==> src/rtl/gbfs_pkg.sv <==
`timescale 1ns / 1ps
package gbfs_pkg;

  localparam int unsigned DefGridW = 32;
  localparam int unsigned DefGridH = 32;

  typedef enum logic [1:0] {
    OP_WRITE  = 2'd0,
    OP_SEARCH = 2'd1,
    OP_READ   = 2'd2,
    OP_NONE   = 2'd3
  } op_t;

  typedef struct packed {
    logic [1:0] opcode;
    logic [4:0] cell_x;
    logic [4:0] cell_y;
    logic       blocked;
    logic [4:0] goal_x;
    logic [4:0] goal_y;
  } in_item_t;

  typedef struct packed {
    logic       status;
    logic       found;
    logic       cell_visited;
    logic [2:0] parent_dir;
    logic       cell_blocked;
  } out_item_t;

  // controller -> datapath
  typedef struct packed {
    logic init_step;  // clear one map cell after reset
    logic load;       // capture the input item
    logic clr_step;   // clear one visited row
    logic seed;       // mark start, push it
    logic pop_req;    // read fifo head
    logic pop_take;   // latch popped cell, test goal
    logic probe;      // issue neighbour read
    logic probe_chk;  // evaluate neighbour
    logic write_op;   // obstacle write
    logic read_req;   // issue cell read
    logic read_take;  // form read result
  } cmd_t;

  // datapath -> controller
  typedef struct packed {
    logic init_done;
    logic clr_done;
    logic fifo_empty;
    logic is_goal;
    logic dir_last;
  } sts_t;

  // 8 neighbour steps, 0 up clockwise
  function automatic logic signed [1:0] step_dx(input logic [2:0] d);
    case (d)
      3'd1, 3'd2, 3'd3: step_dx = 2'sd1;
      3'd5, 3'd6, 3'd7: step_dx = -2'sd1;
      default:          step_dx = 2'sd0;
    endcase
  endfunction

  function automatic logic signed [1:0] step_dy(input logic [2:0] d);
    case (d)
      3'd0, 3'd1, 3'd7: step_dy = -2'sd1;
      3'd3, 3'd4, 3'd5: step_dy = 2'sd1;
      default:          step_dy = 2'sd0;
    endcase
  endfunction

endpackage

==> src/rtl/gbfs_ctrl.sv <==
`timescale 1ns / 1ps
module gbfs_ctrl (
  input  logic             clk,
  input  logic             rst_n,
  input  logic             in_valid,
  output logic             in_ready,
  input  logic [1:0]       in_opcode,
  input  logic             in_range_ok,
  output logic             out_valid,
  input  logic             out_ready,
  output gbfs_pkg::cmd_t   cmd,
  input  gbfs_pkg::sts_t   sts,
  output logic             res_found,
  output logic             res_status
);
  import gbfs_pkg::*;

  typedef enum logic [11:0] {
    S_IDLE   = 12'b000000000001,
    S_CLEAR  = 12'b000000000010,
    S_SEED   = 12'b000000000100,
    S_POPREQ = 12'b000000001000,
    S_POP    = 12'b000000010000,
    S_PROBE  = 12'b000000100000,
    S_CHECK  = 12'b000001000000,
    S_RDREQ  = 12'b000010000000,
    S_RDTAKE = 12'b000100000000,
    S_OUT    = 12'b001000000000,
    S_WRITE  = 12'b010000000000,
    S_INIT   = 12'b100000000000
  } state_t;

  state_t state_r, state_nxt;
  logic   found_r, found_nxt;
  logic   stat_r, stat_nxt;

  // out_valid holds in S_OUT; the next item is taken once the result has left
  assign in_ready   = (state_r == S_IDLE);
  assign out_valid  = (state_r == S_OUT);
  assign res_found  = found_r;
  assign res_status = stat_r;

  always_comb begin
    state_nxt = state_r;
    found_nxt = found_r;
    stat_nxt  = stat_r;
    cmd       = '0;
    unique case (state_r)
      S_INIT: begin
        cmd.init_step = 1'b1;
        if (sts.init_done) state_nxt = S_IDLE;
      end
      S_IDLE: begin
        if (in_valid) begin
          cmd.load  = 1'b1;
          found_nxt = 1'b0;
          stat_nxt  = ~in_range_ok && (in_opcode != OP_NONE);
          if (!in_range_ok || in_opcode == OP_NONE) begin
            state_nxt = S_OUT;
          end else begin
            case (in_opcode)
              OP_WRITE:  state_nxt = S_WRITE;
              OP_SEARCH: state_nxt = S_CLEAR;
              default:   state_nxt = S_RDREQ;
            endcase
          end
        end
      end
      S_WRITE: begin
        cmd.write_op = 1'b1;
        state_nxt    = S_OUT;
      end
      S_CLEAR: begin
        cmd.clr_step = 1'b1;
        if (sts.clr_done) state_nxt = S_SEED;
      end
      S_SEED: begin
        cmd.seed  = 1'b1;
        state_nxt = S_POPREQ;
      end
      S_POPREQ: begin
        if (sts.fifo_empty) begin
          state_nxt = S_OUT;
        end else begin
          cmd.pop_req = 1'b1;
          state_nxt   = S_POP;
        end
      end
      S_POP: begin
        cmd.pop_take = 1'b1;
        if (sts.is_goal) begin
          found_nxt = 1'b1;
          state_nxt = S_OUT;
        end else begin
          state_nxt = S_PROBE;
        end
      end
      S_PROBE: begin
        cmd.probe = 1'b1;
        state_nxt = S_CHECK;
      end
      S_CHECK: begin
        cmd.probe_chk = 1'b1;
        state_nxt     = sts.dir_last ? S_POPREQ : S_PROBE;
      end
      S_RDREQ: begin
        cmd.read_req = 1'b1;
        state_nxt    = S_RDTAKE;
      end
      S_RDTAKE: begin
        cmd.read_take = 1'b1;
        state_nxt     = S_OUT;
      end
      S_OUT: begin
        if (out_ready) state_nxt = S_IDLE;
      end
      default: state_nxt = S_IDLE;
    endcase
  end

  always_ff @(posedge clk) begin
    if (!rst_n) begin
      state_r <= S_INIT;
      found_r <= 1'b0;
      stat_r  <= 1'b0;
    end else begin
      state_r <= state_nxt;
      found_r <= found_nxt;
      stat_r  <= stat_nxt;
    end
  end

`ifndef SYNTHESIS
  a_onehot: assert property (@(posedge clk) disable iff (!rst_n) $onehot(state_r))
    else $error("state not one-hot");
  a_out_hold: assert property (@(posedge clk) disable iff (!rst_n)
    out_valid && !out_ready |=> out_valid && $stable(res_found) && $stable(res_status))
    else $error("result dropped under stall");
  a_excl: assert property (@(posedge clk) disable iff (!rst_n) !(in_ready && out_valid))
    else $error("input and output both open");
  a_found_ok: assert property (@(posedge clk) disable iff (!rst_n)
    out_valid && res_found |-> !res_status)
    else $error("found with bad status");
`endif
endmodule

==> config.mk <==
export PLATFORM = sky130hd
export DESIGN_NAME = gbfs_ctrl
export DESIGN_NICKNAME = d
export VERILOG_FILES = /design/src/rtl/gbfs_pkg.sv /design/src/rtl/gbfs_ctrl.sv
export SDC_FILE = /design/constraint.sdc
export NUM_CORES = 1
export LEC_CHECK = 0
export CAP_MARGIN = 20
export CORE_MARGIN = 4
export CORE_UTILIZATION = 28
export CTS_CLUSTER_DIAMETER = 40
export DETAILED_ROUTE_END_ITERATION = 7
export DONT_BUFFER_PORTS = 1
export PLACE_DENSITY_LB_ADDON = 0.08
export SETUP_SLACK_MARGIN = 0.5
export SLEW_MARGIN = 20
export SYNTH_ARGS = -nofsm -noshare
export SYNTH_HDL_FRONTEND = slang
export SYNTH_SLANG_ARGS = --single-unit
==> constraint.sdc <==
create_clock -name clk -period 3.2 [get_ports clk]
set_input_delay 0.64 -clock clk [delete_from_list [all_inputs] [get_ports clk]]
set_output_delay 0.64 -clock clk [all_outputs]
set_load 0.005 [all_outputs]
==> metrics.log, run 1 <==
[metrics] # H-tree levels: 1
[metrics] synthesized instance count: 104
[metrics] area enclosed by the die boundary: slightly above 4000 um^2
[metrics] starting density of the core: 0.303
[metrics] startpoint of the tightest hold check path: in_opcode[0]
[metrics] number of warnings reported in the yosys synthesis log: 0
[metrics] core footprint: between 2000 and 3000 um^2
[metrics] final cell count without fillers: between 100 and 150
[metrics] share of cells above drive strength 1: 0.208
[metrics] hpwl dp: 1.81 mm
[metrics] crit path launch type: flop
[metrics] Data arrival, critical path: 2.00 ns
[metrics] share of total power in sequential cells: 0.491
[metrics] portion of netlist area occupied by mux cells: 0
[metrics] synth-to-layout area growth: 11.7%
[metrics] count of pins over their slew limit: 0
[metrics] clock buffer count from CTS: 3
[metrics] quantity of hold-fixing buffers added after cts: 0
[metrics] clock insertion delay at the later pin of the skew report: 0.28 ns
[metrics] flop and latch count out of synthesis: 14
[metrics] cell area after synthesis: 863 um^2
[metrics] switching power summed over all nets: 103 uW
[metrics] status: finished clean
[metrics] launch point of the worst reg-to-reg path: state_r[3]$_SDFFE_PN0P_
[metrics] slew at the pin with the worst max-slew slack: 0.502 ns
[metrics] Vias per Instance: 5.79
[metrics] Synth Net Count: 116
[metrics] proportion of synthesized flip-flops having asynchronous set or reset: 0
[metrics] portion of the post-synthesis area used by sequential elements: 0.325
[metrics] # DRC: 0
[metrics] switching power share of the total: 0.275
[metrics] Layout Skew: around 0.0024 ns
[metrics] number of flops mapped to enable cells by yosys: 0
[metrics] max-cap check violation count: 0
[metrics] number of setup buffers added after CTS: 0
[metrics] via count: 793
[metrics] DP Cell Count: around 130
[metrics] I/O pin count: 27
[metrics] simple logic cell fraction of the synthesized area: 0.477
[metrics] number of antenna cells inserted: 0
[metrics] quantity of I/O buffers inserted on ports: 0
[metrics] worst hold path type: in -> reg
[metrics] power density normalized to cell area: about 390 nW/um^2
[metrics] Distinct cells, synth: 39
[metrics] synthesized-area fraction occupied by ao, oa, aoi and oai cells: 0.120
[metrics] nets@finish: between 100 and 150
[metrics] required time reported for the critical path endpoint: 2.56 ns
[metrics] setup repair after global routing missed its margin: yes
[metrics] Crit Path Class: reg -> out
[metrics] share of power burned in the clock network: 0.344
[metrics] total overflow reported by the global router: 0
[metrics] Leak: 0.000324 uW
[metrics] Post-Synth XOR/XNOR Area: 0.0304
[metrics] final weighted congestion of routability-driven global placement: 0.765
[metrics] sinks on the clock net: 14
[metrics] peak fanout along the critical path: 5
[metrics] DIE WIDTH: 63.5 um
[metrics] clock period minus worst slack: ~2.6 ns
[metrics] Critical Path End Type: output port
[metrics] buffer type at the clock tree root: clkbuf_4
[metrics] max-slew headroom at the worst pin: 0.663
[metrics] maximum root-to-sink buffer count: 2
[metrics] Avg Cell Area, Syn: 8.30 um^2
[metrics] total global routing track utilization: 0.122
[metrics] total length of routed wires: 2.28 mm
[metrics] summed negative setup slack over all endpoints: 0 ns
[metrics] number of violations reported at the end of detailed-routing iteration 0: 63
[metrics] combinational fraction of design power: 0.164
[metrics] Worst-path clk slew: around 0.090 ns
[metrics] highest attainable clock frequency: 0.379 GHz
[metrics] number of placement rows: 19
[metrics] maximum resistive drop on vdd: 0.000250 V
[metrics] global-route wire length before repair: 3.82 mm
[metrics] launch point of the critical path: state_r[6]$_SDFFE_PN0P_
[metrics] final worst-path cycle share: 0.825
[metrics] internal power: approximately 270 uW
[metrics] Detailed Routing Iterations Pass 1: 4
[metrics] initial antenna violation count: 0
[metrics] power consumption: 376 uW
[metrics] number of routed nets with antenna violations: 0
[metrics] final count of negative-setup-slack endpoints: 0
[metrics] maximum number of pins on one net before global-route repair: 10
[metrics] CTS tree: done
[metrics] routed wire length per instance: 16.6 um
[metrics] vias in the first global route: between 700 and 800
[metrics] final-report hold violation count: 0
[metrics] ys flop type: dfxtp_1
[metrics] Die Span Y: 63.5 um
[metrics] area share of fa/ha/maj cells after synthesis: 0
[metrics] main combinational cell family by area after synthesis: simple AND/OR/NAND/NOR gates
## metal layers
layer / share of wire / routed length [um] / track usage / vias up
met3: 0.11 / 257 / 0.0568 / 2
li1: - / - / - / 403
met5: 0 / 0 / 0 / -
met1: 0.46 / 1040 / 0.171 / 360
met2: 0.42 / 964 / 0.168 / 28
met4: 0.0053 / 12 / 0.0243 / 0
## power by group through the flow
stage	Clock, uW	Sequential (uW)	Combinational (uW)
floorplan	0	185	48.3
global placement	0	188	59.2
detailed placement	0	188	59.2
CTS	135	184	59.6
global route	146	186	69.4
finish	129	185	61.9
## state kept, by name, indices dropped and copies added (netlist names)
register,flops
res_found,1
res_status,1
state_r,12
## area by class of cell
class,instances,area (um^2)
Sequential cell,14,288
Clock buffer,4,36.3
Timing Repair Buffer,1,7.51
Tap cell,31,38.8
Fill cell,311,1890
Multi-Input combinational cell,82,576
Inverter,5,18.8
## worst max-delay path: stages (launching register included)
cell and delay, ns:
dfxtp_2 0.35, or4_4 0.57, or4_4 0.55, nor3b_4 0.25
## final timing paths
check | endpoint | slack (ns) | cells past startpoint
max | cmd[7] | 0.56 | 3
min | state_r[7]$_SDFFE_PN0P_ | 0.42 | 1
max reg2reg | state_r[8]$_SDFFE_PN0P_ | 1.04 | 4
min reg2reg | res_status$_SDFFE_PN0P_ | 0.49 | 2
## cell usage after synthesis (2+ instances only)
| cell type | number | area share |
|---|---|---|
| nor3_1 | 5 | 0.029 |
| nand2_1 | 9 | 0.039 |
| a21oi_1 | 3 | 0.017 |
| and4_1 | 2 | 0.020 |
| nor4b_1 | 2 | 0.020 |
| or4b_2 | 2 | 0.023 |
| or4_4 | 2 | 0.026 |
| nand4_1 | 2 | 0.014 |
| nor2_1 | 8 | 0.035 |
| a21boi_0 | 2 | 0.017 |
| nand4b_1 | 2 | 0.020 |
| nand2b_1 | 2 | 0.014 |
| dfxtp_1 | 14 | 0.32 |
| nor3b_1 | 5 | 0.043 |
| xor2_1 | 2 | 0.020 |
| nor4_1 | 9 | 0.065 |
| inv_1 | 5 | 0.022 |
| nand3b_1 | 3 | 0.026 |
| or4_1 | 3 | 0.026 |
| nand3_1 | 3 | 0.017 |
## stage by stage
step	instance area (um^2)	util	hold WS (ns)	setup WS (ns)
5_1_grt	965	0.338	0.394	0.488
3_3_place_gp	887	0.311	0.477	0.852
3_5_place_dp	887	0.311	0.487	0.824
4_1_cts	928	0.325	0.412	0.503
2_1_floorplan	863	-	0.457	0.920
6_report	965	0.338	0.416	0.561
## cell families after synthesis
| logic type | Yosys count |
|---|---|
| AO/OA/AOI/OAI | 14 |
| flip-flops | 14 |
| AND/OR/NAND/NOR | 65 |
| XOR/XNOR | 3 |
| buffers and inverters | 8 |
## placed cells by master (no fill, tap or decap), types with 3 or more instances in the layout
cell type  n
clkbuf_4   3
or4_4      3
dfxtp_1    8
a21oi_1    3
nand3_1    3
nor3_1     4
nor4_1     7
nor2_1     8
nand2_1    9
inv_1      5
dfxtp_2    6
nor3b_1    5
nand3b_1   3
## repair_timing
| action | CTS | global route |
|---|---|---|
| endpoints found under the setup margin | 1 | 9 |
| hold endpoints to repair | 0 | 0 |
| resized for setup | 1 | 11 |
| pin swaps | 0 | 2 |
Power figures use the tool's default switching activity.
==> run 2: changes to the inputs <==
- clock period: 3.2 -> 2.75 ns (I/O delays scaled with it)
==> run 2 against run 1 <==
  * Sequential share of layout area fell by 3.1 points
  * Sequential cell count did not move
  * Via count rose by 8.2%
  * Global-route usage rose by 0.26 points
  * Hold slack got worse by 0.083 ns
  * Combinational power rose by 53%
  * Critical endpoint unchanged
  * Largest power group unchanged
==> metrics.log, run 2 (synthesis results as in run 1) <==
[metrics] clock insertion delay at the later pin of the skew report: approximately 0.27 ns
[metrics] summed negative setup slack over all endpoints: 0 ns
[metrics] maximum number of pins on one net before global-route repair: 10
[metrics] clock buffer count from CTS: 3
[metrics] launch point of the critical path: state_r[7]$_SDFFE_PN0P_
[metrics] core footprint: 2850 um^2
[metrics] pre-CTS worst setup slack: between 0.4 and 0.5 ns
[metrics] total global routing track utilization: 0.124
[metrics] final count of negative-setup-slack endpoints: 0
[metrics] Leak: 0.000404 uW
[metrics] number of placement rows: 19
[metrics] starting density of the core: 0.303
[metrics] internal power: roughly 300 uW
[metrics] final-report hold violation count: 0
[metrics] clock period minus worst slack: 2.47 ns
[metrics] final weighted congestion of routability-driven global placement: just under 0.8
[metrics] sinks on the clock net: 14
[metrics] power density normalized to cell area: 371 nW/um^2
[metrics] slew at the pin with the worst max-slew slack: a little under 0.4 ns
[metrics] # DRC: 0
[metrics] area enclosed by the die boundary: 4040 um^2
[metrics] most frequent standard cell in the layout excluding fill and tap cells: buf_4
[metrics] crit path launch type: flop
[metrics] Crit Path Class: reg -> out
[metrics] via count: ~860
[metrics] area of all placed cells without fillers: 1130 um^2
[metrics] DIE WIDTH: roughly 64 um
[metrics] post-place instance area: between 900 and 1000 um^2
[metrics] setup repair after global routing missed its margin: yes
[metrics] Vias per Instance: approximately 5.8
[metrics] number of violations reported at the end of detailed-routing iteration 0: 60
[metrics] leading cell types in the layout, fill and taps excluded: buf_4, nor2_1, nor4_1, nand2_1, dfxtp_1
[metrics] buffer type at the clock tree root: clkbuf_4
[metrics] global-route wire length before repair: 3.93 mm
[metrics] # H-tree levels: 1
[metrics] Worst-path clk slew: roughly 0.080 ns
[metrics] I/O pin count: 27
[metrics] total overflow reported by the global router: 0
[metrics] share of cells above drive strength 1: 0.356
[metrics] largest register by flop count: state_r
[metrics] Data arrival, critical path: approximately 1.9 ns
[metrics] hpwl dp: 1.82 mm
[metrics] final worst hold slack: 0.332 ns
[metrics] required time reported for the critical path endpoint: 2.20 ns
[metrics] peak fanout along the critical path: 3
[metrics] launch point of the worst reg-to-reg path: state_r[7]$_SDFFE_PN0P_
[metrics] area of all sequential standard cells: between 300 and 400 um^2
[metrics] number of antenna cells inserted: 0
[metrics] number of flip-flops under the largest register name: 12
[metrics] routed wire length per instance: 16.9 um
[metrics] switching power summed over all nets: roughly 120 uW
[metrics] maximum resistive drop on vdd: 0.000192 V
[metrics] share of total power in sequential cells: 0.503
[metrics] final worst-path cycle share: 0.899
[metrics] max-slew headroom at the worst pin: 0.735
[metrics] max-cap check violation count: 0
[metrics] combinational fraction of design power: 0.226
[metrics] initial antenna violation count: 0
[metrics] Detailed Routing Iterations Pass 1: 4
[metrics] Die Span Y: between 60 and 70 um
[metrics] startpoint of the tightest hold check path: rst_n
[metrics] area of the multi-input gates: around 640 um^2
[metrics] vias in the first global route: 788
[metrics] CTS tree: done
[metrics] synth-to-layout area growth: 30.7%
[metrics] share of power burned in the clock network: 0.271
[metrics] fin worst setup slack: between 0.2 and 0.3 ns
[metrics] nets@finish: approximately 130
[metrics] maximum root-to-sink buffer count: 2
[metrics] total of fill cells in the finished design: just under 300
[metrics] number of routed nets with antenna violations: 0
[metrics] status: finished clean
[metrics] quantity of hold-fixing buffers added after cts: 0
[metrics] total length of routed wires: ~2.5 mm
[metrics] worst hold path type: in -> reg
[metrics] count of pins over their slew limit: 0
[metrics] quantity of I/O buffers inserted on ports: 0
[metrics] switching power share of the total: 0.292
[metrics] highest attainable clock frequency: about 0.4 GHz
[metrics] Layout Skew: 0.000570 ns
[metrics] Critical Path End Type: output port
-- run 2: cell count changes in the layout (fill, tap and decap cells not counted), sizes merged --
cell and change:
buf +13, clkbuf -1
-- run 2: power groups by stage --
stage / clock (uW) / sequential (uW) / combinational, uW
final: 114 / 211 / 94.7
after global routing: 131 / 212 / 103
after CTS: 120 / 213 / 81.2
after detailed placement: 0 / 219 / 71.3
after global placement: 0 / 219 / 71.3
after floorplan: 0 / 215 / 56.1
-- run 2: path summary, 6_finish.rpt --
kind,endpoint,cells past startpoint,slack (ns)
max reg2reg,state_r[1]$_SDFFE_PN0P_,7,0.57
min,state_r[11]$_SDFFE_PN1P_,1,0.33
min reg2reg,res_status$_SDFFE_PN0P_,2,0.50
max,cmd[7],3,0.28
-- run 2: metrics by stage --
stage,total power [uW],utilization,std cells
2_1_floorplan,271,-,104
3_3_place_gp,290,0.316,135
4_1_cts,415,0.354,143
6_report,419,0.396,149
5_1_grt,447,0.396,149
3_5_place_dp,291,0.316,135
-- run 2: worst max-delay path, stage by stage, from the launching register on --
cell	delay, ns
dfxtp_4	0.35
or4_4	0.51
or4_4	0.54
nor3b_4	0.24
-- run 2: final cells by class --
type	count	share of cell area
flip-flops and latches	14	0.267
multi-input cells	82	0.565
repair buffers	14	0.0965
clock buffers	3	0.0200
inverters	5	0.0166
well taps	31	0.0344
-- run 2: layer usage --
metal,GRT usage,part of all wire
met4,0.0243,0.0055
met1,0.168,0.49
met2,0.183,0.44
met5,0,0
met3,0.0551,0.063
-- run 2: what timing repair did --
item | in CTS | in global routing
setup buffers | 5 | 6
gates resized for setup | 15 | 17
setup endpoints to repair | 6 | 18
pin swaps | 5 | 6
